===== src/dpra_pkg.sv =====
// Shared types, widths and codes for the deformation peak/RMS autoscale block.
`default_nettype none

package dpra_pkg;

    // Input and accumulator widths
    localparam int COMP_W      = 16;
    localparam int MAX_TUPLES  = 1048576;
    localparam int CNT_W       = 21;
    localparam int MAG_W       = 16;
    localparam int SQ_W        = 32;
    localparam int SUM_W       = 52;

    // Configuration widths
    localparam int FRAC_W      = 24;
    localparam int SCALE_W     = 32;
    localparam int EXT_W       = 16;
    localparam int D2_W        = 34;
    localparam int CFG_IDX_W   = 3;
    localparam int CFG_DATA_W  = 32;

    // Iterative units
    localparam int SQ_RAD_W    = 50;
    localparam int SQ_ROOT_W   = 25;
    localparam int SQ_REM_W    = SQ_ROOT_W + 2;
    localparam int SQ_CNT_W    = $clog2(SQ_ROOT_W);
    localparam int DIV_N_W     = 52;
    localparam int DIV_D_W     = 24;
    localparam int DIV_CNT_W   = $clog2(DIV_N_W);
    localparam int PROD_W      = FRAC_W + SQ_ROOT_W;
    localparam int FRAC_SH     = 16;

    // Front-to-back queue
    localparam int FIFO_DEPTH  = 4;
    localparam int FIFO_AW     = $clog2(FIFO_DEPTH);

    // Stream widths
    localparam int IN_TDATA_W  = 3 * COMP_W;

    localparam logic [SCALE_W-1:0] SCALE_ONE = 32'h0001_0000;

    // Register indexes
    localparam logic [CFG_IDX_W-1:0] REG_SPAN_RATIO      = 3'd0;
    localparam logic [CFG_IDX_W-1:0] REG_MIN_SCALE       = 3'd1;
    localparam logic [CFG_IDX_W-1:0] REG_MAX_SCALE       = 3'd2;
    localparam logic [CFG_IDX_W-1:0] REG_EXTENT_X        = 3'd3;
    localparam logic [CFG_IDX_W-1:0] REG_EXTENT_Y        = 3'd4;
    localparam logic [CFG_IDX_W-1:0] REG_EXTENT_Z        = 3'd5;
    localparam logic [CFG_IDX_W-1:0] REG_BOUNDS_VALID    = 3'd6;

    typedef enum logic [1:0] {
        ST_OK       = 2'd0,
        ST_BAD_ARGS = 2'd1,
        ST_BOUNDS   = 2'd2,
        ST_OVERFLOW = 2'd3
    } status_t;

    typedef struct packed {
        logic [FRAC_W-1:0]  span_ratio;
        logic [SCALE_W-1:0] min_scale;
        logic [SCALE_W-1:0] max_scale;
        logic [EXT_W-1:0]   extent_x;
        logic [EXT_W-1:0]   extent_y;
        logic [EXT_W-1:0]   extent_z;
        logic               bounds_valid;
    } cfg_t;

    // One classified vector on its way to the accumulator
    typedef struct packed {
        logic [SQ_W-1:0] m2;
        logic            fin;
        logic            last;
    } item_t;

    // Declared high field first so that tuple_total lands in the lowest bits
    typedef struct packed {
        status_t            status;
        logic [SCALE_W-1:0] scale_out;
        logic [MAG_W-1:0]   rms_mag;
        logic [MAG_W-1:0]   peak_magnitude;
        logic [CNT_W-1:0]   finite_total;
        logic [CNT_W-1:0]   tuple_total;
    } result_t;

    localparam int RESULT_W    = $bits(result_t);
    localparam int OUT_TDATA_W = ((RESULT_W + 7) / 8) * 8;

    function automatic logic [COMP_W-1:0] abs_mag(input logic [COMP_W-1:0] v);
        logic [COMP_W-1:0] neg;
        neg = ~v + 1'b1;
        return v[COMP_W-1] ? neg : v;
    endfunction

endpackage

`default_nettype wire


===== src/dpra_front.sv =====
// Front end: takes vector beats, forms |x|, |y|, |z| and the squared magnitude.
`default_nettype none

module dpra_front (
    input  wire logic                          clk,
    input  wire logic                          rst_n,
    input  wire logic                          in_valid,
    output logic                               in_ready,
    input  wire logic [dpra_pkg::COMP_W-1:0]   comp_x,
    input  wire logic [dpra_pkg::COMP_W-1:0]   comp_y,
    input  wire logic [dpra_pkg::COMP_W-1:0]   comp_z,
    input  wire logic                          is_finite,
    input  wire logic                          last_item,
    input  wire logic                          full,
    output logic                               push,
    output dpra_pkg::item_t                    push_item
);
    import dpra_pkg::*;

    logic              v1_reg;
    logic              v2_reg;
    logic [COMP_W-1:0] ax_reg;
    logic [COMP_W-1:0] ay_reg;
    logic [COMP_W-1:0] az_reg;
    logic              fin1_reg;
    logic              last1_reg;
    logic [SQ_W-1:0]   sqx_reg;
    logic [SQ_W-1:0]   sqy_reg;
    logic [SQ_W-1:0]   sqz_reg;
    logic              fin2_reg;
    logic              last2_reg;
    logic              adv;

    // Whole pipe holds while the queue is full and the last stage is loaded
    assign adv      = !(v2_reg && full);
    assign in_ready = adv;
    assign push     = v2_reg && !full;

    assign push_item.m2   = sqx_reg + sqy_reg + sqz_reg;
    assign push_item.fin  = fin2_reg;
    assign push_item.last = last2_reg;

    always_ff @(posedge clk or negedge rst_n)
    begin
        if (!rst_n)
        begin
            v1_reg <= 1'b0;
            v2_reg <= 1'b0;
        end
        else if (adv)
        begin
            v1_reg <= in_valid;
            v2_reg <= v1_reg;
        end
    end

    always_ff @(posedge clk)
    begin
        if (adv)
        begin
            ax_reg    <= abs_mag(comp_x);
            ay_reg    <= abs_mag(comp_y);
            az_reg    <= abs_mag(comp_z);
            fin1_reg  <= is_finite;
            last1_reg <= last_item;
            sqx_reg   <= ax_reg * ax_reg;
            sqy_reg   <= ay_reg * ay_reg;
            sqz_reg   <= az_reg * az_reg;
            fin2_reg  <= fin1_reg;
            last2_reg <= last1_reg;
        end
    end

endmodule

`default_nettype wire


===== config.mk =====
export PLATFORM = sky130hd
export DESIGN_NAME = dpra_front
export DESIGN_NICKNAME = d
export VERILOG_FILES = /design/src/dpra_pkg.sv /design/src/dpra_front.sv
export SDC_FILE = /design/constraint.sdc
export NUM_CORES = 2
export LEC_CHECK = 0
export ABC_AREA = 1
export BUFFER_PORTS_ARGS = -buffer_cell sky130_fd_sc_hd__buf_2
export CORE_MARGIN = 5
export CORE_UTILIZATION = 40
export DETAILED_ROUTE_END_ITERATION = 10
export PLACE_DENSITY = 0.61
export SYNTH_ARGS = -nofsm -noshare
export SYNTH_HDL_FRONTEND = slang
export SYNTH_SLANG_ARGS = --single-unit

===== constraint.sdc =====
create_clock -name clk -period 6.4 [get_ports clk]
set_clock_uncertainty 0.05 [all_clocks]
set_input_delay 0.32 -clock clk [delete_from_list [all_inputs] [get_ports clk]]
set_output_delay 0.32 -clock clk [all_outputs]
set_load 0.05 [all_outputs]

==> summary.txt <==
Run status
  – Status: complete, no violations

Critical path
  – Worst Path Buf+Inv: 4
  – Crit start category: flop
  – Slowest-stage cell, CP: edfxtp_1
  – Top cell by count, worst path: fa_1
  – Largest delay share family, worst path: adder cells
  – CP Launch Point: ay_reg[10]$_DFFE_PN_
  – Reg2Reg Depth: 19
  – Critical Setup Path Class: flop to flop
  – Arrival time at the worst endpoint: 6.13 ns
  – Critical Path RT: 6.58 ns
  – Crit. End Element: flop
  – CP max FO: 16
  – CP Cell Sequence: nand2_1 -> fa_1 -> inv_1 -> fa_1 -> inv_1 -> fa_1 -> fa_1 -> fa_1 -> fa_1 -> inv_1 -> ha_1 -> nand2_1 -> inv_1 -> a21oi_1 -> nand3_1 -> nand3_1 -> nand2_1 -> nand2_1 -> nand2_1
  – CP endpoint: sqy_reg[21]$_DFFE_PN_
  – Crit Reg-Reg Endpoint: sqy_reg[21]$_DFFE_PN_
  – Worst R2R Start: ay_reg[10]$_DFFE_PN_
  – WP depth: 19
  – CP max stage delay: ~0.84 ns
  – Flop-to-flop setup slack: 0.45 ns

STA
  – Slew @ Worst Pin: 0.930 ns
  – Rel. slew slack: 38.0%
  – Slew Viols, Final: 0
  – Setup TNS: 0 ns
  – Max frequency: 168 MHz
  – RSZ-0062 raised after global routing: no
  – Finish-stage setup viols: 0
  – Final Cycle Share: 93.0%
  – Hold Violations, Final: 0
  – Worst hold slack: approximately 0.096 ns
  – Crit path time final: roughly 6.0 ns

Logic synthesis
  – Synth unique cells: 33
  – Post-Syn Instances: roughly 4.2k
  – Post-Synthesis Cell Area: 32300 um^2
  – Register area share after synthesis: between 10% and 20%
  – Yosys reg bits: around 150
  – Syn Area/Cell: 7.70 um^2
  – Ys Warns: 0
  – Primary FF master, synth: edfxtp_1
  – Post-synth EDFFs: 145
  – Post-synth ARST share: 1.36%

Clock tree
  – TritonCTS clock tree: yes
  – H-Tree Depth: 4
  – Clock Sink Count: 147
  – Skew-Pair Late Insertion Delay: 0.48 ns
  – Num CTS Buffers: 17
  – Clk pin slew, worst setup/hold paths: around 0.080 ns
  – CTS root buffer: clkbuf_16
  – CTS max path bufs: 2

Final layout
  – Antenna diodes: 0
  – Final non-filler cell total: roughly 5.3k
  – Layout cells sized above 1: 4.35%
  – Layout Nets: 5146
  – Layout area overhead: 7.06%

Floorplanning
  – DIE WIDTH: 294 um
  – Rows: 104
  – Starting Density: about two fifths
  – Die area: 86500 um^2
  – IO Count: 90
  – Die H: 294 um
  – Core area: 80300 um^2

Global routing
  – Largest net degree at the start of global routing: about 70
  – Initial antenna violation count: 0
  – Global-route wire length before repair: between 100000 and 150000 um
  – GRT Util Overall: 17.3%
  – Remaining global-route overflow: 0
  – Vias in the first global route: 25.0k

Route
  – ANT nets after route: 0
  – Drt drc: 0
  – DRT Wirelength: 71400 um
  – Number of DRC markers in iteration 0: 1191
  – Via count: 24.3k
  – Vias per cell: 4.58
  – Number of iterations in the first detailed-routing pass: 5
  – WL/cell: 13.4 um

Placement
  – Post-DP HPWL: about 62000 um
  – Post-Place Cells: 5275
  – Routability cong.: about 0.91
  – Port Buffers: 89

Job
  – Maxcap violations: 0

Worst hold path
  – Worst hold-check path type: input port to async pin
==> stage by stage <==
stage / cell area, um^2 / utilization (%) / setup slack [ns]
after floorplan: 32300 / - / 0.972
after global placement: 33900 / 42.2 / 0.502
after detailed placement: 33900 / 42.2 / 0.419
after CTS: 34600 / 43.1 / 0.399
after global routing: 34600 / 43.1 / 0.0967
final: 34600 / 43.1 / 0.448
==> cell type report <==
class                      instances  area, um^2
clock buffer                      17         425
inverter                        1274        4780
sequential                       147        4400
timing repair buffer             120         696
fill                            8167       45700
tap                             1060        1330
multi-input combinational       2681       22800
clock inverter                    15         180
==> how the worst min path moves through the flow <==
stage	start	to	slack [ns]
after floorplan	rst_n	v1_reg$_DFFE_PN0N_	-0.03
after global placement	rst_n	v1_reg$_DFFE_PN0N_	0.06
final	rst_n	v1_reg$_DFFE_PN0N_	0.1
after detailed placement	rst_n	v1_reg$_DFFE_PN0N_	0.06
after CTS	rst_n	v1_reg$_DFFE_PN0N_	0.04
after global routing	rst_n	v2_reg$_DFFE_PN0N_	0.09
==> cell usage in the layout (no fill, tap or decap), types with 4 or more instances in the layout <==
cell type | Yosys | final
nor2_1 | 175 | 175
o21ai_0 | 24 | 24
nand2_2 | 9 | 9
a21oi_1 | 79 | 79
edfxtp_1 | 145 | 145
dlygate4sd3_1 | 0 | 7
nand3_1 | 130 | 130
nor3_1 | 28 | 28
inv_8 | 0 | 6
clkbuf_16 | 0 | 17
inv_1 | 1273 | 1273
nor3_2 | 6 | 6
or2_2 | 12 | 12
ha_1 | 332 | 332
o21bai_1 | 18 | 18
buf_2 | 0 | 89
xor2_1 | 115 | 115
nand2_1 | 1154 | 1153
fa_1 | 519 | 519
xnor2_1 | 21 | 21
nand4_1 | 28 | 28
inv_6 | 0 | 4
buf_4 | 2 | 24
nand3b_1 | 6 | 6
==> what timing repair did <==
item / CTS / global route
endpoints found under the hold margin: 8 / 0
resized for setup: 0 / 0
hold buffers: 7 / 0
buffers inserted: 0 / 0
==> cell usage after synthesis (6+ instances only) <==
master | instances | area, um^2
nand3b_1 | 6 | 45.0
edfxtp_1 | 145 | 4350
nand4_1 | 28 | 175
nor2_1 | 175 | 657
nand2_2 | 9 | 56.3
inv_1 | 1273 | 4780
or2_2 | 12 | 75.1
nand2_1 | 1154 | 4330
o21bai_1 | 18 | 135
xnor2_1 | 21 | 184
nor3_2 | 6 | 60.1
nor3_1 | 28 | 140
o21ai_0 | 24 | 120
a21oi_1 | 79 | 395
ha_1 | 332 | 4150
clkbuf_1 | 92 | 345
fa_1 | 519 | 10400
xor2_1 | 115 | 1010
nand3_1 | 130 | 651
==> metal layers <==
layer  track usage, %  wire length, um  vias to the layer above
li1                 -                -                    12200
met1             24.5            34400                    11600
met2             29.0            33100                      429
met3             1.86             2850                       57
met4             3.58             1140                        0
met5                0                0                        -
==> logic make-up after synthesis <==
group / after synthesis / synth area share (%)
adders and majority gates: 851 / 45.0
AOI/OAI and AO/OA: 131 / 2.25
and+or+nand+nor: 1560 / 19.4
xor gates and xnor gates: 136 / 3.69
buffers and inverters: 1369 / 15.9
DFF: 147 / 13.6
other: 1 / 0.0116
Power is not shown: default switching activity piles up to over one toggle a cycle in this logic, so the estimate is an artifact.
