**src/dpra_pkg.sv**
```systemverilog
// Shared types, widths and codes for the deformation peak/RMS autoscale block.
`default_nettype none

package dpra_pkg;

    // Input and accumulator widths
    localparam int COMP_W      = 16;
    localparam int MAX_TUPLES  = 1048576;
    localparam int CNT_W       = 21;
    localparam int MAG_W       = 16;
    localparam int SQ_W        = 32;
    localparam int SUM_W       = 52;

    // Configuration widths
    localparam int FRAC_W      = 24;
    localparam int SCALE_W     = 32;
    localparam int EXT_W       = 16;
    localparam int D2_W        = 34;
    localparam int CFG_IDX_W   = 3;
    localparam int CFG_DATA_W  = 32;

    // Iterative units
    localparam int SQ_RAD_W    = 50;
    localparam int SQ_ROOT_W   = 25;
    localparam int SQ_REM_W    = SQ_ROOT_W + 2;
    localparam int SQ_CNT_W    = $clog2(SQ_ROOT_W);
    localparam int DIV_N_W     = 52;
    localparam int DIV_D_W     = 24;
    localparam int DIV_CNT_W   = $clog2(DIV_N_W);
    localparam int PROD_W      = FRAC_W + SQ_ROOT_W;
    localparam int FRAC_SH     = 16;

    // Front-to-back queue
    localparam int FIFO_DEPTH  = 4;
    localparam int FIFO_AW     = $clog2(FIFO_DEPTH);

    // Stream widths
    localparam int IN_TDATA_W  = 3 * COMP_W;

    localparam logic [SCALE_W-1:0] SCALE_ONE = 32'h0001_0000;

    // Register indexes
    localparam logic [CFG_IDX_W-1:0] REG_SPAN_RATIO      = 3'd0;
    localparam logic [CFG_IDX_W-1:0] REG_MIN_SCALE       = 3'd1;
    localparam logic [CFG_IDX_W-1:0] REG_MAX_SCALE       = 3'd2;
    localparam logic [CFG_IDX_W-1:0] REG_EXTENT_X        = 3'd3;
    localparam logic [CFG_IDX_W-1:0] REG_EXTENT_Y        = 3'd4;
    localparam logic [CFG_IDX_W-1:0] REG_EXTENT_Z        = 3'd5;
    localparam logic [CFG_IDX_W-1:0] REG_BOUNDS_VALID    = 3'd6;

    typedef enum logic [1:0] {
        ST_OK       = 2'd0,
        ST_BAD_ARGS = 2'd1,
        ST_BOUNDS   = 2'd2,
        ST_OVERFLOW = 2'd3
    } status_t;

    typedef struct packed {
        logic [FRAC_W-1:0]  span_ratio;
        logic [SCALE_W-1:0] min_scale;
        logic [SCALE_W-1:0] max_scale;
        logic [EXT_W-1:0]   extent_x;
        logic [EXT_W-1:0]   extent_y;
        logic [EXT_W-1:0]   extent_z;
        logic               bounds_valid;
    } cfg_t;

    // One classified vector on its way to the accumulator
    typedef struct packed {
        logic [SQ_W-1:0] m2;
        logic            fin;
        logic            last;
    } item_t;

    // Declared high field first so that tuple_total lands in the lowest bits
    typedef struct packed {
        status_t            status;
        logic [SCALE_W-1:0] scale_out;
        logic [MAG_W-1:0]   rms_mag;
        logic [MAG_W-1:0]   peak_magnitude;
        logic [CNT_W-1:0]   finite_total;
        logic [CNT_W-1:0]   tuple_total;
    } result_t;

    localparam int RESULT_W    = $bits(result_t);
    localparam int OUT_TDATA_W = ((RESULT_W + 7) / 8) * 8;

    function automatic logic [COMP_W-1:0] abs_mag(input logic [COMP_W-1:0] v);
        logic [COMP_W-1:0] neg;
        neg = ~v + 1'b1;
        return v[COMP_W-1] ? neg : v;
    endfunction

endpackage

`default_nettype wire

```
**src/dpra_fifo.sv**
```systemverilog
// Short queue between the front end and the accumulator, first-word fall-through.
`default_nettype none

module dpra_fifo (
    input  wire logic            clk,
    input  wire logic            rst_n,
    input  wire logic            push,
    input  wire dpra_pkg::item_t push_item,
    output logic                 full,
    input  wire logic            pop,
    output dpra_pkg::item_t      pop_item,
    output logic                 empty
);
    import dpra_pkg::*;

    item_t              mem_reg [FIFO_DEPTH];
    logic [FIFO_AW-1:0] wr_ptr_reg;
    logic [FIFO_AW-1:0] rd_ptr_reg;
    logic [FIFO_AW:0]   count_reg;
    logic [FIFO_AW:0]   count_next;

    assign full     = (count_reg == (FIFO_AW+1)'(FIFO_DEPTH));
    assign empty    = (count_reg == '0);
    assign pop_item = mem_reg[rd_ptr_reg];

    always_comb
    begin
        count_next = count_reg;
        if (push && !pop)
            count_next = count_reg + 1'b1;
        else if (pop && !push)
            count_next = count_reg - 1'b1;
    end

    always_ff @(posedge clk or negedge rst_n)
    begin
        if (!rst_n)
        begin
            wr_ptr_reg <= '0;
            rd_ptr_reg <= '0;
            count_reg  <= '0;
        end
        else
        begin
            if (push)
                wr_ptr_reg <= wr_ptr_reg + 1'b1;
            if (pop)
                rd_ptr_reg <= rd_ptr_reg + 1'b1;
            count_reg <= count_next;
        end
    end

    always_ff @(posedge clk)
    begin
        if (push)
            mem_reg[wr_ptr_reg] <= push_item;
    end

endmodule

`default_nettype wire

```
**config.mk**
```make
export PLATFORM = sky130hd
export DESIGN_NAME = dpra_fifo
export DESIGN_NICKNAME = d
export VERILOG_FILES = /design/src/dpra_pkg.sv /design/src/dpra_fifo.sv
export SDC_FILE = /design/constraint.sdc
export NUM_CORES = 1
export LEC_CHECK = 0
export ABC_AREA = 1
export BUFFER_PORTS_ARGS = -buffer_cell sky130_fd_sc_hd__buf_4
export CORE_MARGIN = 2
export CORE_UTILIZATION = 35
export DETAILED_ROUTE_END_ITERATION = 16
export PLACE_DENSITY = 0.55
export SLEW_MARGIN = 20
export SYNTH_ARGS = -nofsm -noshare
export SYNTH_HDL_FRONTEND = slang
export SYNTH_SLANG_ARGS = --single-unit
```
**constraint.sdc**
```tcl
create_clock -name clk -period 2.3 [get_ports clk]
set_input_delay 0.345 -clock clk [delete_from_list [all_inputs] [get_ports clk]]
set_output_delay 0.345 -clock clk [all_outputs]
set_load 0.05 [all_outputs]
```
==> flow_summary_export.csv, run 1 <==
group,metric,value,unit
global_routing,grt_pass1_wl,17800,um
hold_path,worstHoldStart,"pop",
synth,synth.largest_area_cell,"edfxtp_1",
clock_network,clock_insertion_delay_worst_skew,0.42,ns
global_routing,initial_antenna_violation_count,0,
place,dp_slack,0.5500,ns
layout,largest_reg_flops,136,
clock_network,cts_resized,0,
clock_network,clock_pin_slew_on_the_worst_setup_and_hold_paths,0.05,ns
timing,period_minus_slack,2.106,ns
floorplanning,ios,74,
setup_path,startpoint,"rd_ptr_reg[0]",
job,max_cap_violations,0,
floorplanning,die_w,132.4,um
synth,synth.ff_latch_count,143,
synth,synthesis.nets,488,
clock_network,cts_tree,"built",
clock_network,cts.path.max_buffers,2,
setup_path,critPathArrivalTime,1.76,ns
synth,netlist.area_leader.share,70.74,%
power,static-leakage-power,2.942,nW
clock_network,cts_buffers,17,
global_routing,gr-usage-all-layers,13.45,%
floorplanning,core.rowCount,46,
timing,final_max_slew_viol_count,0,
floorplanning,core-area,0.01600,mm^2
hold_path,holdPathStages,2,
clock_network,cts_htree_levels,4,
global_routing,grt_pass1_vias,3405,
setup_path,critical_path.max_fanout,48,
layout,flow.area_growth_from_synthesis,25.77,%
layout,seqCellArea,0.004264,mm^2
timing,fin_ws,0.1945,ns
setup_path,worst_r2r_path_depth,5,
layout,fillCellCount,1467,
synth,synth_enable_flop_cells,136,
setup_path,critical_path.reg2reg.startpoint,"wr_ptr_reg[1]",
timing,tightest_slew,0.4935,ns
synth,yosys.cell_count.top_type,"edfxtp_1",
place,numPortBuffers,73,
timing,final.period_utilization,91.54,%
timing,report.final.hold_viol_count,0,
synth,post_synth_main_area_contributors,"edfxtp_1 71%, o211ai_1 8.8%, nand2_1 7.5%",
setup_path,worst-setup-path-type,"reg -> out",
clock_network,clock-root-buffer,"clkbuf_16",
floorplanning,die_h,132.4,um
setup_path,critical_path.endpoint_type,"primary output",
clock_network,total_number_of_clock_tree_sinks,143,
synth,post_synth_most_frequent_cells,"136 x edfxtp_1, 115 x nand2_1, 79 x inv_1",
detailed_routing,routed-via-count,3454,
place,gpl.final_weighted_congestion,0.6969,
layout,num_antenna_cells,0,
power,p_per_area,1543,mW/mm^2
timing,clock_skew,0.01785,ns
synth,netlist-cell-type-count,17,
global_routing,grt.overflow.total,0,
timing,rsz0062_at_grt,"no",
synth,yosys_warnings,0,
setup_path,worstSetupStartpointType,"register",
timing,timing.max_slew.rel_slack,67.05,%
place,hpwl,7248,um
detailed_routing,initialDrtViolationCount,149,
layout,post_route_cells_drive_above_1_share,22.12,%
timing,finalSetupViolCount,0,
power,worst_case_vdd_ir_drop,0.6950,mV
timing,setup_total_negative_slack,0,ns
detailed_routing,avgRoutedWirePerCell,15.37,um
synth,yosys_most_used_dff,"edfxtp_1",
detailed_routing,avgViaCountPerCell,4.581,
synth,synthCells,444,
detailed_routing,firstDrtPassIters,5,
layout,multiInputGateArea,0.001086,mm^2
layout,fin_nets,570,
synth,async_flop_share,4.895,%
synth,ys_seq_area_share,73.78,%
detailed_routing,drt-total-wl,11590,um
floorplanning,initial_core_util,36.08,%
setup_path,worst-endpoint-required,1.96,ns
floorplanning,design.die.area,0.01754,mm^2
power,design_power_total,0.01120,W
hold_path,worstHoldPathType,"in -> reg",
detailed_routing,post-route-drc-count,0,
detailed_routing,drt.antenna.violating_nets,0,
timing,achievable-frequency,474.9,MHz
synth,avgSynthCellArea,13.00,um^2
status,run_status,"finished, final reports clean",
synth,syn_area,0.005773,mm^2
global_routing,pin_count_of_the_biggest_net_entering_global_routing,49,
[per-layer routing]
layer	vias up	global-route usage [%]	share of wire [%]
li1	1698	-	-
met1	1679	16.02	44
met2	69	23.03	51
met3	8	4.368	5.1
met4	0	4.540	0.53
met5	-	0	0
[per-stage QoR]
stage               utilization [%]  hold slack [ns]  cells  area, um^2
global placement              41.49           0.1638    721        6639
finish                        45.38           0.1248    754        7261
global route                  45.38           0.1162    754        7261
CTS                           45.31           0.1150    753        7249
detailed placement            41.49           0.1661    721        6639
floorplan                         -          0.04941    444        5773
[worst paths after layout]
check	slack, ns	to
max	0.19	pop_item[19]
min	0.12	rd_ptr_reg[0]
max reg2reg	0.65	mem_reg[1][4]
min reg2reg	0.51	count_reg[2]
max in group asynchronous	1.88	rd_ptr_reg[0]
min in group asynchronous	0.28	wr_ptr_reg[1]
[cell families after synthesis]
logic type | count (synthesis) | share of synthesized area, %
flip-flops | 143 | 73.78
XOR/XNOR | 4 | 0.6070
buffers and inverters | 103 | 7.412
AND/OR/NAND/NOR | 119 | 7.846
adder cells (fa/ha/maj) | 6 | 1.430
AO/OA/AOI/OAI | 69 | 8.929
[timing repair]
item / 4_1_cts / 5_1_grt
hold endpoints to repair: 7 / 0
setup endpoints to repair: 0 / 1
setup buffers: 0 / 1
hold buffers: 1 / 0
[report_power, final]
part	switching, W	leakage [nW]	internal (W)
clock	0.000984	0.292	0.00179
combinational	0.00337	1.32	0.00142
sequential	0.000215	1.33	0.00343
[layout by cell type, fill, tap and decap left out, drive strengths merged, types with 2 or more instances in the layout]
cell type / instances
buf: 85
xor2: 3
clkinv: 8
dfrtp: 7
clkbuf: 18
ha: 5
edfxtp: 136
nand2: 115
inv: 80
nor3: 2
o211ai: 68
bufinv: 4
[worst max-delay path, cell delays in order (launching register included)]
cell      delay, ns
dfrtp_4        0.59
buf_12         0.22
o211ai_1       0.20
nand2_1        0.11
buf_4          0.20
[area by class of cell]
| cell class | instances | share of cell area (%) |
|---|---|---|
| inverter | 80 | 4.136 |
| multi-input combinational | 198 | 14.96 |
| timing repair buffer | 86 | 10.18 |
| clock buffer | 18 | 5.911 |
| clock inverter | 13 | 2.361 |
| tap | 216 | 3.722 |
| sequential | 143 | 58.73 |
(Power assumes the default switching activity.)
==> run 2, diff against run 1 <==
- PLACE_DENSITY: 0.55 -> 0.59
==> run 2 against run 1 <==
Against the previous run: clock skew fell by 0.0073 ns; final area fell by 0.16%; total power fell by 0.11%; wire length fell by 4.6%; die area did not move; sequential power fell by 1%; utilization fell by 0.070 points; combinational power fell by 2%; clock power rose by 4%; setup slack improved by 0.058 ns; first-iteration DRC count rose by 62%; largest cell class unchanged; largest power group unchanged.
==> flow_summary_export.csv, run 2 (synthesis results as in run 1) <==
group,metric,value,unit
layout,post_route_cells_drive_above_1_share,21.93,%
clock_network,cts.path.max_buffers,2,
clock_network,clock_insertion_delay_worst_skew,0.42,ns
global_routing,grt_pass1_vias,3432,
place,gpl.final_weighted_congestion,0.6794,
setup_path,critical_path.endpoint_type,"primary output",
global_routing,grt.overflow.total,0,
detailed_routing,drt-total-wl,11050,um
setup_path,slowest_stage,"buf_4",
place,numPortBuffers,73,
power,design_power_total,0.01119,W
timing,timing.max_slew.rel_slack,70.33,%
detailed_routing,avgRoutedWirePerCell,14.66,um
clock_network,clock-root-buffer,"clkbuf_16",
global_routing,grt_pass1_wl,17700,um
global_routing,gr-usage-all-layers,13.61,%
clock_network,total_number_of_clock_tree_sinks,143,
setup_path,critPathArrivalTime,1.70,ns
clock_network,cts_htree_levels,4,
timing,final_max_slew_viol_count,0,
layout,flow.area_growth_from_synthesis,25.57,%
layout,layout.core_utilization,45.31,%
setup_path,timing.critical_path.mode_cell,"buf_4",
hold_path,worstHoldPathType,"in -> reg",
floorplanning,ios,74,
setup_path,critical_path.max_fanout,34,
detailed_routing,post-route-drc-count,0,
timing,achievable-frequency,488.3,MHz
power,worst_case_vdd_ir_drop,0.6511,mV
timing,fin_hold_ws,0.1262,ns
job,max_cap_violations,0,
setup_path,worstSetupStartpointType,"register",
timing,setup_total_negative_slack,0,ns
timing,finalSetupViolCount,0,
floorplanning,die_w,132.4,um
detailed_routing,drt.antenna.violating_nets,0,
clock_network,cts_buffers,17,
setup_path,critical_path.reg2reg.startpoint,"wr_ptr_reg[1]",
power,p_per_area,1543,mW/mm^2
layout,fin_nets,569,
detailed_routing,firstDrtPassIters,4,
global_routing,initial_antenna_violation_count,0,
setup_path,crit_chain,"buf_4, o211ai_1, nand2_1, buf_4",
global_routing,pin_count_of_the_biggest_net_entering_global_routing,71,
detailed_routing,avgViaCountPerCell,4.517,
layout,layout.cells.most_common,"edfxtp_1",
setup_path,startpoint,"rd_ptr_reg[1]",
floorplanning,design.die.area,0.01754,mm^2
timing,tightest_slew,0.4451,ns
setup_path,critical-path-max-stage-delay,0.41,ns
layout,num_antenna_cells,0,
clock_network,clock_pin_slew_on_the_worst_setup_and_hold_paths,0.06,ns
timing,period_minus_slack,2.048,ns
timing,final.period_utilization,89.04,%
timing,clock_skew,0.01054,ns
floorplanning,core.rowCount,46,
clock_network,cts_setup_buffers,0,
floorplanning,core-area,0.01600,mm^2
timing,rsz0062_at_grt,"no",
clock_network,cts_tree,"built",
layout,layout.cells.most_common_list,"136 x edfxtp_1, 115 x nand2_1, 79 x buf_4",
power,static-leakage-power,2.946,nW
layout,largest_reg_flops,136,
place,hpwl,6803,um
floorplanning,die_h,132.4,um
setup_path,worst-endpoint-required,1.96,ns
detailed_routing,initialDrtViolationCount,241,
hold_path,worstHoldStart,"push_item[15]",
status,run_status,"finished, final reports clean",
floorplanning,initial_core_util,36.08,%
timing,report.final.hold_viol_count,0,
detailed_routing,routed-via-count,3406,
setup_path,worst-setup-path-type,"reg -> out",
run 2: cell types whose count changed in the layout (fill, tap and decap cells not counted), sizes merged:
cell and delta:
clkinv -1, clkbuf +1, buf -1, bufinv +1
run 2: repair_timing:
| action | in CTS | in global routing |
|---|---|---|
| hold buffers | 1 | 0 |
| endpoints found under the hold margin | 7 | 0 |
| resized for setup | 0 | 0 |
run 2: path summary, 6_finish.rpt:
path,endpoint,slack [ns],cells past startpoint
worst max-delay path,pop_item[8],0.25,4
worst min-delay path,mem_reg[3][15],0.13,1
worst max register to register,mem_reg[1][27],0.75,5
worst min register to register,count_reg[2],0.51,2
max in group asynchronous,rd_ptr_reg[0],1.88,2
min in group asynchronous,count_reg[1],0.27,2
run 2: worst max-delay path, delay by kind of cell, from the launching register on:
family	cells	cell delay, ns
buffers and inverters	2	0.61
DFF	1	0.37
and+or+nand+nor	1	0.12
AOI/OAI and AO/OA	1	0.18
run 2: area by class of cell:
| cell class | count | area (um^2) |
|---|---|---|
| tap | 216 | 270.3 |
| clock buffer | 19 | 432.9 |
| multi-input combinational | 198 | 1086 |
| fill | 1492 | 8751 |
| timing repair buffer | 85 | 703.2 |
| sequential | 143 | 4263 |
| clock inverter | 13 | 193.9 |
| inverter | 80 | 300.3 |
run 2: metal layers:
metal / GRT usage (%) / routed length (um)
met2: 21.96 / 5447
met4: 5.078 / 168
met1: 16.79 / 4899
met3: 5.019 / 535
met5: 0 / 0
run 2: power breakdown:
group | switching, W | internal, W | leakage [nW]
logic | 0.00335 | 0.00136 | 1.31
clock network | 0.000983 | 0.00191 | 0.306
registers | 0.000163 | 0.00342 | 1.33
total | 0.00450 | 0.00669 | 2.95
run 2: through the flow:
stage | setup WS (ns) | std cells | cell area (um^2)
6_report | 0.2521 | 754 | 7249
2_1_floorplan | 0.4327 | 444 | 5773
3_5_place_dp | 0.6843 | 721 | 6613
5_1_grt | 0.1036 | 754 | 7249
4_1_cts | 0.2205 | 754 | 7249
3_3_place_gp | 0.6871 | 721 | 6613
==> run 3, diff against run 2 <==
- CELL_PAD_IN_SITES_DETAIL_PLACEMENT: unset -> 1
- CELL_PAD_IN_SITES_GLOBAL_PLACEMENT: unset -> 2
- PLACE_DENSITY: 0.59 -> 0.77
==> run 3 against run 2 <==
Against the previous run: clock power is 9.3% lower; sequential share of layout area rose by 0.30 points; clock skew is 0.0029 ns lower; via count grew 3.4%; setup slack worse by 0.086 ns; register-to-register slack lost 0.12 ns; worst hold slack barely moved; die area did not move; final area shrank 0.48%; global-route usage grew 1.4 points; critical path type unchanged; critical endpoint is now pop_item[6]; largest power group unchanged.
==> flow_summary_export.csv, run 3 (synthesis results as in run 1) <==
group,metric,value,unit
setup_path,worst-setup-path-type,"reg -> out",
detailed_routing,avgViaCountPerCell,4.660,
layout,largest_reg_flops,136,
layout,layout.core_utilization,45.09,%
layout,num_antenna_cells,0,
timing,timing.max_slew.rel_slack,67.00,%
floorplanning,ios,74,
timing,period_minus_slack,2.134,ns
setup_path,worst-endpoint-required,1.96,ns
layout,fillCellCount,1702,
timing,clock_skew,0.007655,ns
setup_path,critical-path-max-stage-delay,0.60,ns
floorplanning,die_h,132.4,um
clock_network,cts_tree,"built",
power,worst_case_vdd_ir_drop,0.7785,mV
detailed_routing,firstDrtPassIters,4,
global_routing,initial_antenna_violation_count,0,
power,static-leakage-power,2.936,nW
clock_network,total_number_of_clock_tree_sinks,143,
global_routing,grt_pass1_vias,3818,
clock_network,cts.path.max_buffers,2,
global_routing,grt.overflow.total,0,
setup_path,critical_path.max_fanout,24,
layout,flow.area_growth_from_synthesis,24.97,%
job,max_cap_violations,0,
hold_path,holdPathStages,2,
floorplanning,initial_core_util,36.08,%
detailed_routing,detail_route.wirelength.met1,5613,um
detailed_routing,drt-total-wl,12580,um
setup_path,r2r_slack,0.63,ns
detailed_routing,met2RoutedLength,6273,um
setup_path,crit_buf_inv,2,
detailed_routing,met3_wirelength,529,um
place,gpl.final_weighted_congestion,0.6799,
detailed_routing,routed-via-count,3523,
floorplanning,core.rowCount,46,
layout,final_area,0.007214,mm^2
hold_path,worstHoldPathType,"in -> reg",
setup_path,critical_path.reg2reg.startpoint,"wr_ptr_reg[0]",
floorplanning,design.die.area,0.01754,mm^2
place,post_dp_cell_area,0.006609,mm^2
timing,achievable-frequency,468.6,MHz
timing,report.final.hold_viol_count,0,
clock_network,cts_htree_levels,4,
detailed_routing,post-route-drc-count,0,
setup_path,critical_path.top_delay_family,"flip-flops",
setup_path,critical_path.endpoint_type,"primary output",
floorplanning,die_w,132.4,um
place,hpwl,7866,um
setup_path,worstSetupStartpointType,"register",
global_routing,gr-usage-all-layers,15.06,%
place,placed_cells,722,
setup_path,slowest_stage,"dfrtp_4",
timing,final_max_slew_viol_count,0,
timing,rsz0062_at_grt,"no",
timing,fin_ws,0.1658,ns
detailed_routing,initialDrtViolationCount,207,
setup_path,worst_r2r_path_depth,5,
clock_network,clock_pin_slew_on_the_worst_setup_and_hold_paths,0.06,ns
timing,tightest_slew,0.4949,ns
setup_path,critPathArrivalTime,1.79,ns
hold_path,destination_of_the_worst_hold_path,"rd_ptr_reg[0]",
layout,post_route_cells_drive_above_1_share,22.41,%
layout,fin_nets,571,
clock_network,clock_insertion_delay_worst_skew,0.42,ns
status,run_status,"finished, final reports clean",
detailed_routing,routed.top_layer,"met4",
timing,setup_total_negative_slack,0,ns
floorplanning,core-area,0.01600,mm^2
global_routing,grt_pass1_wl,19840,um
setup_path,rr_endpoint,"mem_reg[0][32]",
hold_path,worstHoldStart,"pop",
layout,layout.cells.most_common_list,"136 x edfxtp_1, 115 x nand2_1, 81 x buf_4",
place,dp_slack,0.4748,ns
global_routing,pin_count_of_the_biggest_net_entering_global_routing,45,
detailed_routing,drt.antenna.violating_nets,0,
layout,layout.cells.most_common,"edfxtp_1",
place,numPortBuffers,73,
detailed_routing,avgRoutedWirePerCell,16.64,um
timing,final.period_utilization,92.79,%
timing,finalSetupViolCount,0,
setup_path,crit_chain,"buf_4, nand2_1, o211ai_1, nand2_1, buf_4",
clock_network,clock-root-buffer,"clkbuf_16",
layout,layout.cells.non_filler,756,
clock_network,cts_buffers,17,
power,p_per_area,1531,mW/mm^2
run 3: cell count changes in the layout (fill, tap and decap cells not counted), sizes merged:
cell	delta
clkbuf	+9
bufinv	-5
buf	+2
clkinv	-2
clkinvlp	-1
inv	-1
run 3: through the flow:
step	power [W]	hold WS, ns
finish	0.01105	0.1262
global route	0.01163	0.1113
CTS	0.01118	0.09970
detailed placement	0.008528	0.1673
global placement	0.008395	0.1657
floorplan	0.006975	0.04941
run 3: layout make-up:
class                   instances  area [um^2]  area share (%)
flip-flops and latches        143         4264           59.11
multi-input cells             198         1086           15.05
repair buffers                 87        713.2           9.886
clock buffers                  28        559.3           7.752
inverters                      80        301.5           4.180
well taps                     216        270.3           3.746
clock inverters                 4        20.02          0.2775
run 3: report_power, final:
part,leakage (nW),internal [W],switching [W]
clock,0.290,0.00165,0.000975
combinational,1.32,0.00137,0.00340
sequential,1.33,0.00343,0.000225
total,2.94,0.00645,0.00460
run 3: worst max path at each step:
stage | start | endpoint | slack (ns) | depth (start not counted)
3_5_place_dp | rd_ptr_reg[0] | pop_item[6] | 0.47 | 5
2_1_floorplan | count_reg[0] | empty | 0.43 | 1
3_3_place_gp | rd_ptr_reg[0] | pop_item[7] | 0.53 | 5
6_report | rd_ptr_reg[0] | pop_item[6] | 0.17 | 5
4_1_cts | rd_ptr_reg[0] | pop_item[6] | 0.003 | 5
5_1_grt | rd_ptr_reg[0] | pop_item[6] | 0.01 | 5
run 3: repair_timing:
item	CTS	global route
hold buffers	1	0
gates resized for setup	0	1
setup buffers	0	1
hold endpoints to repair	7	0
setup endpoints to repair	0	15
run 3: routing by layer:
metal | vias to the layer above | GRT usage (%)
li1 | 1694 | -
met1 | 1746 | 18.13
met2 | 68 | 25.62
met3 | 15 | 4.176
met4 | 0 | 6.033
met5 | - | 0
