File: src/dpra_pkg.sv
// Shared types, widths and codes for the deformation peak/RMS autoscale block.
`default_nettype none

package dpra_pkg;

    // Input and accumulator widths
    localparam int COMP_W      = 16;
    localparam int MAX_TUPLES  = 1048576;
    localparam int CNT_W       = 21;
    localparam int MAG_W       = 16;
    localparam int SQ_W        = 32;
    localparam int SUM_W       = 52;

    // Configuration widths
    localparam int FRAC_W      = 24;
    localparam int SCALE_W     = 32;
    localparam int EXT_W       = 16;
    localparam int D2_W        = 34;
    localparam int CFG_IDX_W   = 3;
    localparam int CFG_DATA_W  = 32;

    // Iterative units
    localparam int SQ_RAD_W    = 50;
    localparam int SQ_ROOT_W   = 25;
    localparam int SQ_REM_W    = SQ_ROOT_W + 2;
    localparam int SQ_CNT_W    = $clog2(SQ_ROOT_W);
    localparam int DIV_N_W     = 52;
    localparam int DIV_D_W     = 24;
    localparam int DIV_CNT_W   = $clog2(DIV_N_W);
    localparam int PROD_W      = FRAC_W + SQ_ROOT_W;
    localparam int FRAC_SH     = 16;

    // Front-to-back queue
    localparam int FIFO_DEPTH  = 4;
    localparam int FIFO_AW     = $clog2(FIFO_DEPTH);

    // Stream widths
    localparam int IN_TDATA_W  = 3 * COMP_W;

    localparam logic [SCALE_W-1:0] SCALE_ONE = 32'h0001_0000;

    // Register indexes
    localparam logic [CFG_IDX_W-1:0] REG_SPAN_RATIO      = 3'd0;
    localparam logic [CFG_IDX_W-1:0] REG_MIN_SCALE       = 3'd1;
    localparam logic [CFG_IDX_W-1:0] REG_MAX_SCALE       = 3'd2;
    localparam logic [CFG_IDX_W-1:0] REG_EXTENT_X        = 3'd3;
    localparam logic [CFG_IDX_W-1:0] REG_EXTENT_Y        = 3'd4;
    localparam logic [CFG_IDX_W-1:0] REG_EXTENT_Z        = 3'd5;
    localparam logic [CFG_IDX_W-1:0] REG_BOUNDS_VALID    = 3'd6;

    typedef enum logic [1:0] {
        ST_OK       = 2'd0,
        ST_BAD_ARGS = 2'd1,
        ST_BOUNDS   = 2'd2,
        ST_OVERFLOW = 2'd3
    } status_t;

    typedef struct packed {
        logic [FRAC_W-1:0]  span_ratio;
        logic [SCALE_W-1:0] min_scale;
        logic [SCALE_W-1:0] max_scale;
        logic [EXT_W-1:0]   extent_x;
        logic [EXT_W-1:0]   extent_y;
        logic [EXT_W-1:0]   extent_z;
        logic               bounds_valid;
    } cfg_t;

    // One classified vector on its way to the accumulator
    typedef struct packed {
        logic [SQ_W-1:0] m2;
        logic            fin;
        logic            last;
    } item_t;

    // Declared high field first so that tuple_total lands in the lowest bits
    typedef struct packed {
        status_t            status;
        logic [SCALE_W-1:0] scale_out;
        logic [MAG_W-1:0]   rms_mag;
        logic [MAG_W-1:0]   peak_magnitude;
        logic [CNT_W-1:0]   finite_total;
        logic [CNT_W-1:0]   tuple_total;
    } result_t;

    localparam int RESULT_W    = $bits(result_t);
    localparam int OUT_TDATA_W = ((RESULT_W + 7) / 8) * 8;

    function automatic logic [COMP_W-1:0] abs_mag(input logic [COMP_W-1:0] v);
        logic [COMP_W-1:0] neg;
        neg = ~v + 1'b1;
        return v[COMP_W-1] ? neg : v;
    endfunction

endpackage

`default_nettype wire

File: src/dpra_isqrt.sv
// Restoring integer square root, one root bit per cycle.
`default_nettype none

module dpra_isqrt (
    input  wire logic                            clk,
    input  wire logic                            rst_n,
    input  wire logic                            start,
    input  wire logic [dpra_pkg::SQ_RAD_W-1:0]   radicand,
    output logic                                 done,
    output logic [dpra_pkg::SQ_ROOT_W-1:0]       root
);
    import dpra_pkg::*;

    logic                busy_reg;
    logic                done_reg;
    logic [SQ_CNT_W-1:0] cnt_reg;
    logic [SQ_RAD_W-1:0] rad_reg;
    logic [SQ_REM_W-1:0] rem_reg;
    logic [SQ_ROOT_W-1:0] root_reg;
    logic [SQ_REM_W-1:0] rem_sh;
    logic [SQ_REM_W-1:0] trial;
    logic                ge;

    // Bring down two radicand bits, try (2*root)*2 + 1
    assign rem_sh = {rem_reg[SQ_REM_W-3:0], rad_reg[SQ_RAD_W-1 -: 2]};
    assign trial  = {root_reg, 2'b01};
    assign ge     = (rem_sh >= trial);

    assign done = done_reg;
    assign root = root_reg;

    always_ff @(posedge clk or negedge rst_n)
    begin
        if (!rst_n)
        begin
            busy_reg <= 1'b0;
            done_reg <= 1'b0;
            cnt_reg  <= '0;
        end
        else
        begin
            done_reg <= 1'b0;
            if (start)
            begin
                busy_reg <= 1'b1;
                cnt_reg  <= SQ_CNT_W'(SQ_ROOT_W - 1);
            end
            else if (busy_reg)
            begin
                if (cnt_reg == '0)
                begin
                    busy_reg <= 1'b0;
                    done_reg <= 1'b1;
                end
                else
                    cnt_reg <= cnt_reg - 1'b1;
            end
        end
    end

    always_ff @(posedge clk)
    begin
        if (start)
        begin
            rad_reg  <= radicand;
            rem_reg  <= '0;
            root_reg <= '0;
        end
        else if (busy_reg)
        begin
            rad_reg  <= {rad_reg[SQ_RAD_W-3:0], 2'b00};
            rem_reg  <= ge ? (rem_sh - trial) : rem_sh;
            root_reg <= {root_reg[SQ_ROOT_W-2:0], ge};
        end
    end

endmodule

`default_nettype wire

File: src/dpra_div.sv
// Restoring unsigned divider, one quotient bit per cycle.
`default_nettype none

module dpra_div (
    input  wire logic                           clk,
    input  wire logic                           rst_n,
    input  wire logic                           start,
    input  wire logic [dpra_pkg::DIV_N_W-1:0]   dividend,
    input  wire logic [dpra_pkg::DIV_D_W-1:0]   divisor,
    output logic                                done,
    output logic [dpra_pkg::DIV_N_W-1:0]        quotient
);
    import dpra_pkg::*;

    logic                 busy_reg;
    logic                 done_reg;
    logic [DIV_CNT_W-1:0] cnt_reg;
    logic [DIV_N_W-1:0]   q_reg;
    logic [DIV_D_W-1:0]   rem_reg;
    logic [DIV_D_W-1:0]   dvs_reg;
    logic [DIV_D_W:0]     rem_sh;
    logic [DIV_D_W:0]     diff;
    logic                 ge;

    // Dividend bits shift out the top while quotient bits fill from below
    assign rem_sh = {rem_reg, q_reg[DIV_N_W-1]};
    assign diff   = rem_sh - {1'b0, dvs_reg};
    assign ge     = (rem_sh >= {1'b0, dvs_reg});

    assign done     = done_reg;
    assign quotient = q_reg;

    always_ff @(posedge clk or negedge rst_n)
    begin
        if (!rst_n)
        begin
            busy_reg <= 1'b0;
            done_reg <= 1'b0;
            cnt_reg  <= '0;
        end
        else
        begin
            done_reg <= 1'b0;
            if (start)
            begin
                busy_reg <= 1'b1;
                cnt_reg  <= DIV_CNT_W'(DIV_N_W - 1);
            end
            else if (busy_reg)
            begin
                if (cnt_reg == '0)
                begin
                    busy_reg <= 1'b0;
                    done_reg <= 1'b1;
                end
                else
                    cnt_reg <= cnt_reg - 1'b1;
            end
        end
    end

    always_ff @(posedge clk)
    begin
        if (start)
        begin
            q_reg   <= dividend;
            rem_reg <= '0;
            dvs_reg <= divisor;
        end
        else if (busy_reg)
        begin
            q_reg   <= {q_reg[DIV_N_W-2:0], ge};
            rem_reg <= ge ? diff[DIV_D_W-1:0] : rem_sh[DIV_D_W-1:0];
        end
    end

endmodule

`default_nettype wire

File: src/dpra_back.sv
// Back end: per-set accumulation, end-of-set root/divide sequence, result register.
`default_nettype none

module dpra_back (
    input  wire logic            clk,
    input  wire logic            rst_n,
    input  wire dpra_pkg::cfg_t  cfg,
    input  wire logic            empty,
    input  wire dpra_pkg::item_t pop_item,
    output logic                 pop,
    output logic                 out_valid,
    input  wire logic            out_ready,
    output dpra_pkg::result_t    result
);
    import dpra_pkg::*;

    typedef enum logic [9:0] {
        S_ACC   = 10'b00_0000_0001,
        S_PEAK  = 10'b00_0000_0010,
        S_MEAN  = 10'b00_0000_0100,
        S_RMS   = 10'b00_0000_1000,
        S_DIAG  = 10'b00_0001_0000,
        S_PEAK8 = 10'b00_0010_0000,
        S_MUL   = 10'b00_0100_0000,
        S_SCALE = 10'b00_1000_0000,
        S_CLAMP = 10'b01_0000_0000,
        S_EMIT  = 10'b10_0000_0000
    } state_t;

    state_t state_reg, state_next;

    // Accumulators
    logic [SQ_W-1:0]  peak_reg,   peak_next,   peak_acc;
    logic [SUM_W-1:0] sum_reg,    sum_next,    sum_acc;
    logic [CNT_W-1:0] finite_reg, finite_next, fin_acc;
    logic [CNT_W-1:0] total_reg,  total_next,  tot_acc;
    logic             ovf_reg,    ovf_next,    ovf_acc;

    // Unit launch
    logic                sq_start_reg, sq_start_next;
    logic [SQ_RAD_W-1:0] sq_arg_reg,   sq_arg_next;
    logic                dv_start_reg, dv_start_next;
    logic [DIV_N_W-1:0]  dv_num_reg,   dv_num_next;
    logic [DIV_D_W-1:0]  dv_den_reg,   dv_den_next;

    // Finish results
    logic [MAG_W-1:0]     pmag_reg,   pmag_next;
    logic [MAG_W-1:0]     rms_reg,    rms_next;
    logic [SQ_ROOT_W-1:0] diag8_reg,  diag8_next;
    logic [DIV_D_W-1:0]   peak8_reg,  peak8_next;
    logic [DIV_N_W-1:0]   raw_reg,    raw_next;
    logic [SCALE_W-1:0]   scale_reg,  scale_next;
    logic                 out_valid_reg, out_valid_next;
    result_t              out_reg,    out_next;

    // Diagonal squared, refreshed continuously from the extents
    logic [SQ_W-1:0] ex2_reg, ey2_reg, ez2_reg;
    logic [D2_W-1:0] d2_reg;

    logic                 sq_done;
    logic [SQ_ROOT_W-1:0] sq_root;
    logic                 dv_done;
    logic [DIV_N_W-1:0]   dv_quot;

    status_t              status;
    state_t               decide_state;
    logic [PROD_W-1:0]    prod;
    logic [SCALE_W-1:0]   sat_scale;
    logic [SCALE_W-1:0]   lo_scale;
    logic                 load_out;

    dpra_isqrt u_sqrt (
        .clk      (clk),
        .rst_n    (rst_n),
        .start    (sq_start_reg),
        .radicand (sq_arg_reg),
        .done     (sq_done),
        .root     (sq_root)
    );

    dpra_div u_div (
        .clk      (clk),
        .rst_n    (rst_n),
        .start    (dv_start_reg),
        .dividend (dv_num_reg),
        .divisor  (dv_den_reg),
        .done     (dv_done),
        .quotient (dv_quot)
    );

    assign pop       = (state_reg == S_ACC) && !empty;
    assign out_valid = out_valid_reg;
    assign result    = out_reg;
    assign load_out  = !out_valid_reg || out_ready;

    assign prod      = cfg.span_ratio * diag8_reg;
    assign sat_scale = (|raw_reg[DIV_N_W-1:SCALE_W]) ? '1 : raw_reg[SCALE_W-1:0];
    assign lo_scale  = (sat_scale < cfg.min_scale) ? cfg.min_scale : sat_scale;

    always_comb
    begin
        if (cfg.span_ratio == '0 || cfg.max_scale < cfg.min_scale)
            status = ST_BAD_ARGS;
        else if (ovf_reg)
            status = ST_OVERFLOW;
        else if (!cfg.bounds_valid)
            status = ST_BOUNDS;
        else
            status = ST_OK;
    end

    // After RMS, or peak if none finite: error ends set, zero peak/diagonal: unit scale
    always_comb
    begin
        if (status != ST_OK)
            decide_state = S_EMIT;
        else if (peak_reg == '0 || d2_reg == '0)
            decide_state = S_CLAMP;
        else
            decide_state = S_DIAG;
    end

    always_comb
    begin
        peak_acc = peak_reg;
        sum_acc  = sum_reg;
        fin_acc  = finite_reg;
        tot_acc  = total_reg;
        ovf_acc  = ovf_reg;
        if (total_reg >= CNT_W'(MAX_TUPLES))
            ovf_acc = 1'b1;
        else
        begin
            tot_acc = total_reg + 1'b1;
            if (pop_item.fin)
            begin
                if (pop_item.m2 > peak_reg)
                    peak_acc = pop_item.m2;
                sum_acc = sum_reg + SUM_W'(pop_item.m2);
                fin_acc = finite_reg + 1'b1;
            end
        end
    end

    always_comb
    begin
        state_next     = state_reg;
        peak_next      = peak_reg;
        sum_next       = sum_reg;
        finite_next    = finite_reg;
        total_next     = total_reg;
        ovf_next       = ovf_reg;
        sq_start_next  = 1'b0;
        sq_arg_next    = sq_arg_reg;
        dv_start_next  = 1'b0;
        dv_num_next    = dv_num_reg;
        dv_den_next    = dv_den_reg;
        pmag_next      = pmag_reg;
        rms_next       = rms_reg;
        diag8_next     = diag8_reg;
        peak8_next     = peak8_reg;
        raw_next       = raw_reg;
        scale_next     = scale_reg;
        out_next       = out_reg;
        out_valid_next = out_valid_reg && !out_ready;

        unique case (state_reg)
            S_ACC:
            begin
                if (pop)
                begin
                    peak_next   = peak_acc;
                    sum_next    = sum_acc;
                    finite_next = fin_acc;
                    total_next  = tot_acc;
                    ovf_next    = ovf_acc;
                    if (pop_item.last)
                    begin
                        sq_start_next = 1'b1;
                        sq_arg_next   = SQ_RAD_W'(peak_acc);
                        state_next    = S_PEAK;
                    end
                end
            end
            S_PEAK:
            begin
                if (sq_done)
                begin
                    pmag_next = sq_root[MAG_W-1:0];
                    if (finite_reg == '0)
                    begin
                        rms_next      = '0;
                        scale_next    = '0;
                        raw_next      = DIV_N_W'(SCALE_ONE);
                        sq_start_next = (decide_state == S_DIAG);
                        sq_arg_next   = {d2_reg, FRAC_SH'(0)};
                        state_next    = decide_state;
                    end
                    else
                    begin
                        dv_start_next = 1'b1;
                        dv_num_next   = sum_reg;
                        dv_den_next   = DIV_D_W'(finite_reg);
                        state_next    = S_MEAN;
                    end
                end
            end
            S_MEAN:
            begin
                if (dv_done)
                begin
                    sq_start_next = 1'b1;
                    sq_arg_next   = dv_quot[SQ_RAD_W-1:0];
                    state_next    = S_RMS;
                end
            end
            S_RMS:
            begin
                if (sq_done)
                begin
                    rms_next      = sq_root[MAG_W-1:0];
                    scale_next    = '0;
                    raw_next      = DIV_N_W'(SCALE_ONE);
                    sq_start_next = (decide_state == S_DIAG);
                    sq_arg_next   = {d2_reg, FRAC_SH'(0)};
                    state_next    = decide_state;
                end
            end
            S_DIAG:
            begin
                if (sq_done)
                begin
                    diag8_next    = sq_root;
                    sq_start_next = 1'b1;
                    sq_arg_next   = SQ_RAD_W'({peak_reg, FRAC_SH'(0)});
                    state_next    = S_PEAK8;
                end
            end
            S_PEAK8:
            begin
                if (sq_done)
                begin
                    peak8_next = sq_root[DIV_D_W-1:0];
                    state_next = S_MUL;
                end
            end
            S_MUL:
            begin
                dv_start_next = 1'b1;
                dv_num_next   = DIV_N_W'(prod);
                dv_den_next   = peak8_reg;
                state_next    = S_SCALE;
            end
            S_SCALE:
            begin
                if (dv_done)
                begin
                    raw_next   = dv_quot;
                    state_next = S_CLAMP;
                end
            end
            S_CLAMP:
            begin
                scale_next = (lo_scale > cfg.max_scale) ? cfg.max_scale : lo_scale;
                state_next = S_EMIT;
            end
            S_EMIT:
            begin
                if (load_out)
                begin
                    out_next.tuple_total    = total_reg;
                    out_next.finite_total   = finite_reg;
                    out_next.peak_magnitude = pmag_reg;
                    out_next.rms_mag        = rms_reg;
                    out_next.scale_out      = scale_reg;
                    out_next.status         = status;
                    out_valid_next          = 1'b1;
                    peak_next               = '0;
                    sum_next                = '0;
                    finite_next             = '0;
                    total_next              = '0;
                    ovf_next                = 1'b0;
                    state_next              = S_ACC;
                end
            end
            default:
            begin
                state_next = S_ACC;
            end
        endcase
    end

    always_ff @(posedge clk or negedge rst_n)
    begin
        if (!rst_n)
        begin
            state_reg     <= S_ACC;
            peak_reg      <= '0;
            sum_reg       <= '0;
            finite_reg    <= '0;
            total_reg     <= '0;
            ovf_reg       <= 1'b0;
            sq_start_reg  <= 1'b0;
            dv_start_reg  <= 1'b0;
            out_valid_reg <= 1'b0;
        end
        else
        begin
            state_reg     <= state_next;
            peak_reg      <= peak_next;
            sum_reg       <= sum_next;
            finite_reg    <= finite_next;
            total_reg     <= total_next;
            ovf_reg       <= ovf_next;
            sq_start_reg  <= sq_start_next;
            dv_start_reg  <= dv_start_next;
            out_valid_reg <= out_valid_next;
        end
    end

    always_ff @(posedge clk)
    begin
        sq_arg_reg <= sq_arg_next;
        dv_num_reg <= dv_num_next;
        dv_den_reg <= dv_den_next;
        pmag_reg   <= pmag_next;
        rms_reg    <= rms_next;
        diag8_reg  <= diag8_next;
        peak8_reg  <= peak8_next;
        raw_reg    <= raw_next;
        scale_reg  <= scale_next;
        out_reg    <= out_next;
        ex2_reg    <= cfg.extent_x * cfg.extent_x;
        ey2_reg    <= cfg.extent_y * cfg.extent_y;
        ez2_reg    <= cfg.extent_z * cfg.extent_z;
        d2_reg     <= D2_W'(ex2_reg) + D2_W'(ey2_reg) + D2_W'(ez2_reg);
    end

endmodule

`default_nettype wire

File: config.mk
export PLATFORM = sky130hd
export DESIGN_NAME = dpra_back
export DESIGN_NICKNAME = d
export VERILOG_FILES = /design/src/dpra_pkg.sv /design/src/dpra_isqrt.sv /design/src/dpra_div.sv /design/src/dpra_back.sv
export SDC_FILE = /design/constraint.sdc
export NUM_CORES = 2
export LEC_CHECK = 0
export BUFFER_PORTS_ARGS = -buffer_cell sky130_fd_sc_hd__buf_2
export CORE_ASPECT_RATIO = 2
export CORE_MARGIN = 2
export CORE_UTILIZATION = 66
export CTS_BUF_LIST = sky130_fd_sc_hd__clkbuf_8
export CTS_CLUSTER_SIZE = 28
export DETAILED_ROUTE_END_ITERATION = 10
export PLACE_DENSITY = 0.83
export SLEW_MARGIN = 25
export SYNTH_ARGS = -nofsm -noshare
export SYNTH_HDL_FRONTEND = slang
export SYNTH_HIERARCHICAL = 1
export SYNTH_SLANG_ARGS = --single-unit
File: constraint.sdc
create_clock -name clk -period 16.52 [get_ports clk]
set_clock_uncertainty 0.2 [all_clocks]
set_input_delay 2.478 -clock clk [delete_from_list [all_inputs] [get_ports clk]]
set_output_delay 2.478 -clock clk [all_outputs]
set_load 0.005 [all_outputs]
==> flow_summary_export.csv <==
group,metric,value,unit
run_status,status,"finished, violations left",
run_status,violations,"DRC",
yosys,synth_area_per_cell,9.99,um^2
yosys,synth_edf_count,525,
yosys,synthCells,8403,
setup_path,crit_path_end_kind,"flop",
final_layout,fin_area,89400,um^2
final_layout,fill_cells,9267,
sta,min_period,9.83,ns
setup_path,cpMaxStageDelayCell,"a2111oi_0",
clock_network,ctsResizeCount,0,
clock_network,clock_sinks,881,
clock_network,cts_hold_buf,0,
global_route,grt_max_degree,109,
sta,setup_violations,0,
yosys,ys_ff_latch,881,
floorplan,die_y,508,um
placement,dpl_cell_area,86800,um^2
final_layout,layout.nets,10500,
clock_network,cts_root_buf,"clkbuf_8",
route,drc,2,
placement,place_congestion,1.05,
floorplan,core,127000,um^2
route,first_iter_violations,4641,
final_layout,multi_input_area,53400,um^2
floorplan,initial_core_util,0.663,
sta,post-route-period-util,0.595,
clock_network,h-tree-depth,3,
clock_network,post-cts-setup-buffers,0,
yosys,async_reset_ff_frac,0.176,
clock_network,numCtsBuffers,115,
final_layout,largest_reg_flops,108,
yosys,synth.distinct_cells,108,
floorplan,die-area,130000,um^2
global_route,grt_overflow,0,
route,routed-via-count,63400,
setup_path,crit_type,"input port to flop",
clock_network,clock_latency,0.90,ns
floorplan,io_pins,285,
route,drt-total-wl,247,mm
sta,grt_setup_unrepaired,"no",
sta,fin_tns_setup,0,ns
route,vias_per_cell,6.13,
sta,maxSlewHeadroom,0.297,
yosys,synth_top_area_cell,"fa_1",
clock_network,clk_pin_slew_worst_paths,0.07,ns
final_layout,layout-drive-gt1-share,0.0887,
final_layout,regArea,23700,um^2
setup_path,start_kind,"input port",
floorplan,rows,185,
clock_network,clockBufferDepth,3,
yosys,yosys.cell_count.top_type,"inv_1",
yosys,ys_seq_area_frac,0.282,
yosys,synth-main-ff-cell,"edfxtp_1",
sta,worst_hold_slack,0.180,ns
clock_network,cts_tree,"done",
floorplan,fp.dieW,256,um
route,wire_per_inst,23.8,um
setup_path,cp_data_required_time,16.86,ns
pwr,power_density,223,nW/um^2
min_path,hold_path.class,"flop to flop",
pwr,ir_worst_vdd,0.310,mV
global_route,grt_pass1_wl,379,mm
global_route,grt.total_usage,0.387,
yosys,synthTopCellsByArea,"fa_1 (25%), edfxtp_1 (19%), ha_1 (11%), inv_1 (6.8%), dfxtp_1 (4.8%)",
sta,slew_viol_final,0,
sta,hold_viol,0,
route,first_pass_iters,11,
setup_path,cp.arrival,10.17,ns
route,ant_nets,0,
sta,fmax,102,MHz
pwr,leakage,42.7,nW
flow_run,maxCapViolations,0,
global_route,antenna_found_initial,40,
placement,port-buffer-count,284,
yosys,synth_common_cells,"inv_1 (1519), fa_1 (1030), nand2_1 (831), ha_1 (721), and2_1 (535)",
sta,worst_pin_slew,1.05,ns
setup_path,cp_max_fo,26,
placement,pre_cts_ws,5.98,ns
sta,worst_slack,6.69,ns
global_route,grt_pass1_vias,68200,
setup_path,path_common_cell,"fa_1",
yosys,yosysWarnings,6,
placement,dp_hpwl,190,mm
final_layout,syn2layout_area_growth,6.57,%
yosys,syn_area,83900,um^2
setup_path,cpPeakStageDelay,0.91,ns
yosys,netlist.area_leader.share,0.246,
[placed cells by master, fill, tap and decap left out, types with 39 or more instances in the layout]
cell type / synthesis / routed
nand4_1: 76 / 76
dfrtp_1: 154 / 151
nor2_1: 347 / 344
a31oi_1: 52 / 51
xnor2_1: 151 / 151
nor4_1: 43 / 39
a21oi_1: 300 / 300
fa_1: 1030 / 1030
a21o_1: 172 / 172
and2_1: 535 / 534
buf_4: 2 / 65
nor2b_1: 49 / 47
or3_1: 49 / 49
buf_2: 22 / 283
and3_1: 47 / 47
nand2_1: 831 / 829
a211oi_1: 66 / 64
inv_1: 1519 / 1557
clkbuf_8: 0 / 130
edfxtp_1: 525 / 525
a22o_1: 39 / 39
mux2i_1: 89 / 89
mux2_2: 135 / 135
ha_1: 721 / 721
dfxtp_1: 201 / 201
xor2_1: 96 / 96
nor3_1: 50 / 48
nand3_1: 68 / 68
o21ai_0: 277 / 277
[layout make-up]
type,instances,area share
Sequential cell,881,0.265
Timing Repair Buffer,354,0.0221
Clock inverter,90,0.00832
Multi-Input combinational cell,5665,0.597
Clock buffer,130,0.0200
Tap cell,1683,0.0235
Inverter,1520,0.0638
Antenna cell,23,0.000644
[metrics by stage]
stage                     power [mW]  cells   util
final                           20.0  10300  0.706
after global routing            21.6  10300  0.706
after CTS                       19.8  10300  0.705
after detailed placement        17.9  10100  0.685
after global placement          17.5  10100  0.685
after floorplan                 13.9   8405      -
[worst max-delay path: cells and delay by family]
kind	cells	cell delay (ns)
and+or+nand+nor	5	0.92
adders and majority gates	8	4.06
AOI/OAI and AO/OA	5	1.79
buffers and inverters	6	0.75
xor gates and xnor gates	1	0.15
[final timing paths]
check                                        startpoint                         end  slack, ns  cells past startpoint
worst min-delay path            dv_den_reg[7]$_DFFE_PP_  u_div/dvs_reg[7]$_DFFE_PP_       0.18                      0
min in group asynchronous                         rst_n     sum_reg[47]$_DFFE_PN0P_       1.42                      1
max in group asynchronous                         rst_n      dv_start_reg$_DFF_PN0_      12.79                      3
worst min register to register  dv_den_reg[7]$_DFFE_PP_  u_div/dvs_reg[7]$_DFFE_PP_       0.18                      0
worst max register to register  diag8_reg[16]$_DFFE_PP_    dv_num_reg[48]$_DFFE_PP_       8.00                     25
worst max-delay path                           cfg[124]    dv_num_reg[48]$_DFFE_PP_       6.69                     25
[per-layer routing]
layer / part of all wire / global-route usage / vias to the layer above
met5: 0.0016 / 0.00481 / -
met3: 0.078 / 0.0993 / 1386
met1: 0.30 / 0.368 / 31300
met2: 0.50 / 0.678 / 2998
li1: - / - / 27700
met4: 0.12 / 0.360 / 48
[cells by family after synthesis]
family	after synthesis	synth area share
buffers and inverters	1859	0.0840
other	1	0.0000447
DFF	881	0.282
AOI/OAI and AO/OA	1219	0.0955
xor gates and xnor gates	247	0.0258
adders and majority gates	1751	0.353
and+or+nand+nor	2218	0.130
muxes	227	0.0291
[where the power goes]
part,switching [mW],leakage [nW],internal [mW]
combinational,8.79,32.8,5.88
clock,0.913,1.46,0.871
sequential,0.496,8.48,3.03
Power figures use the tool's default switching activity.
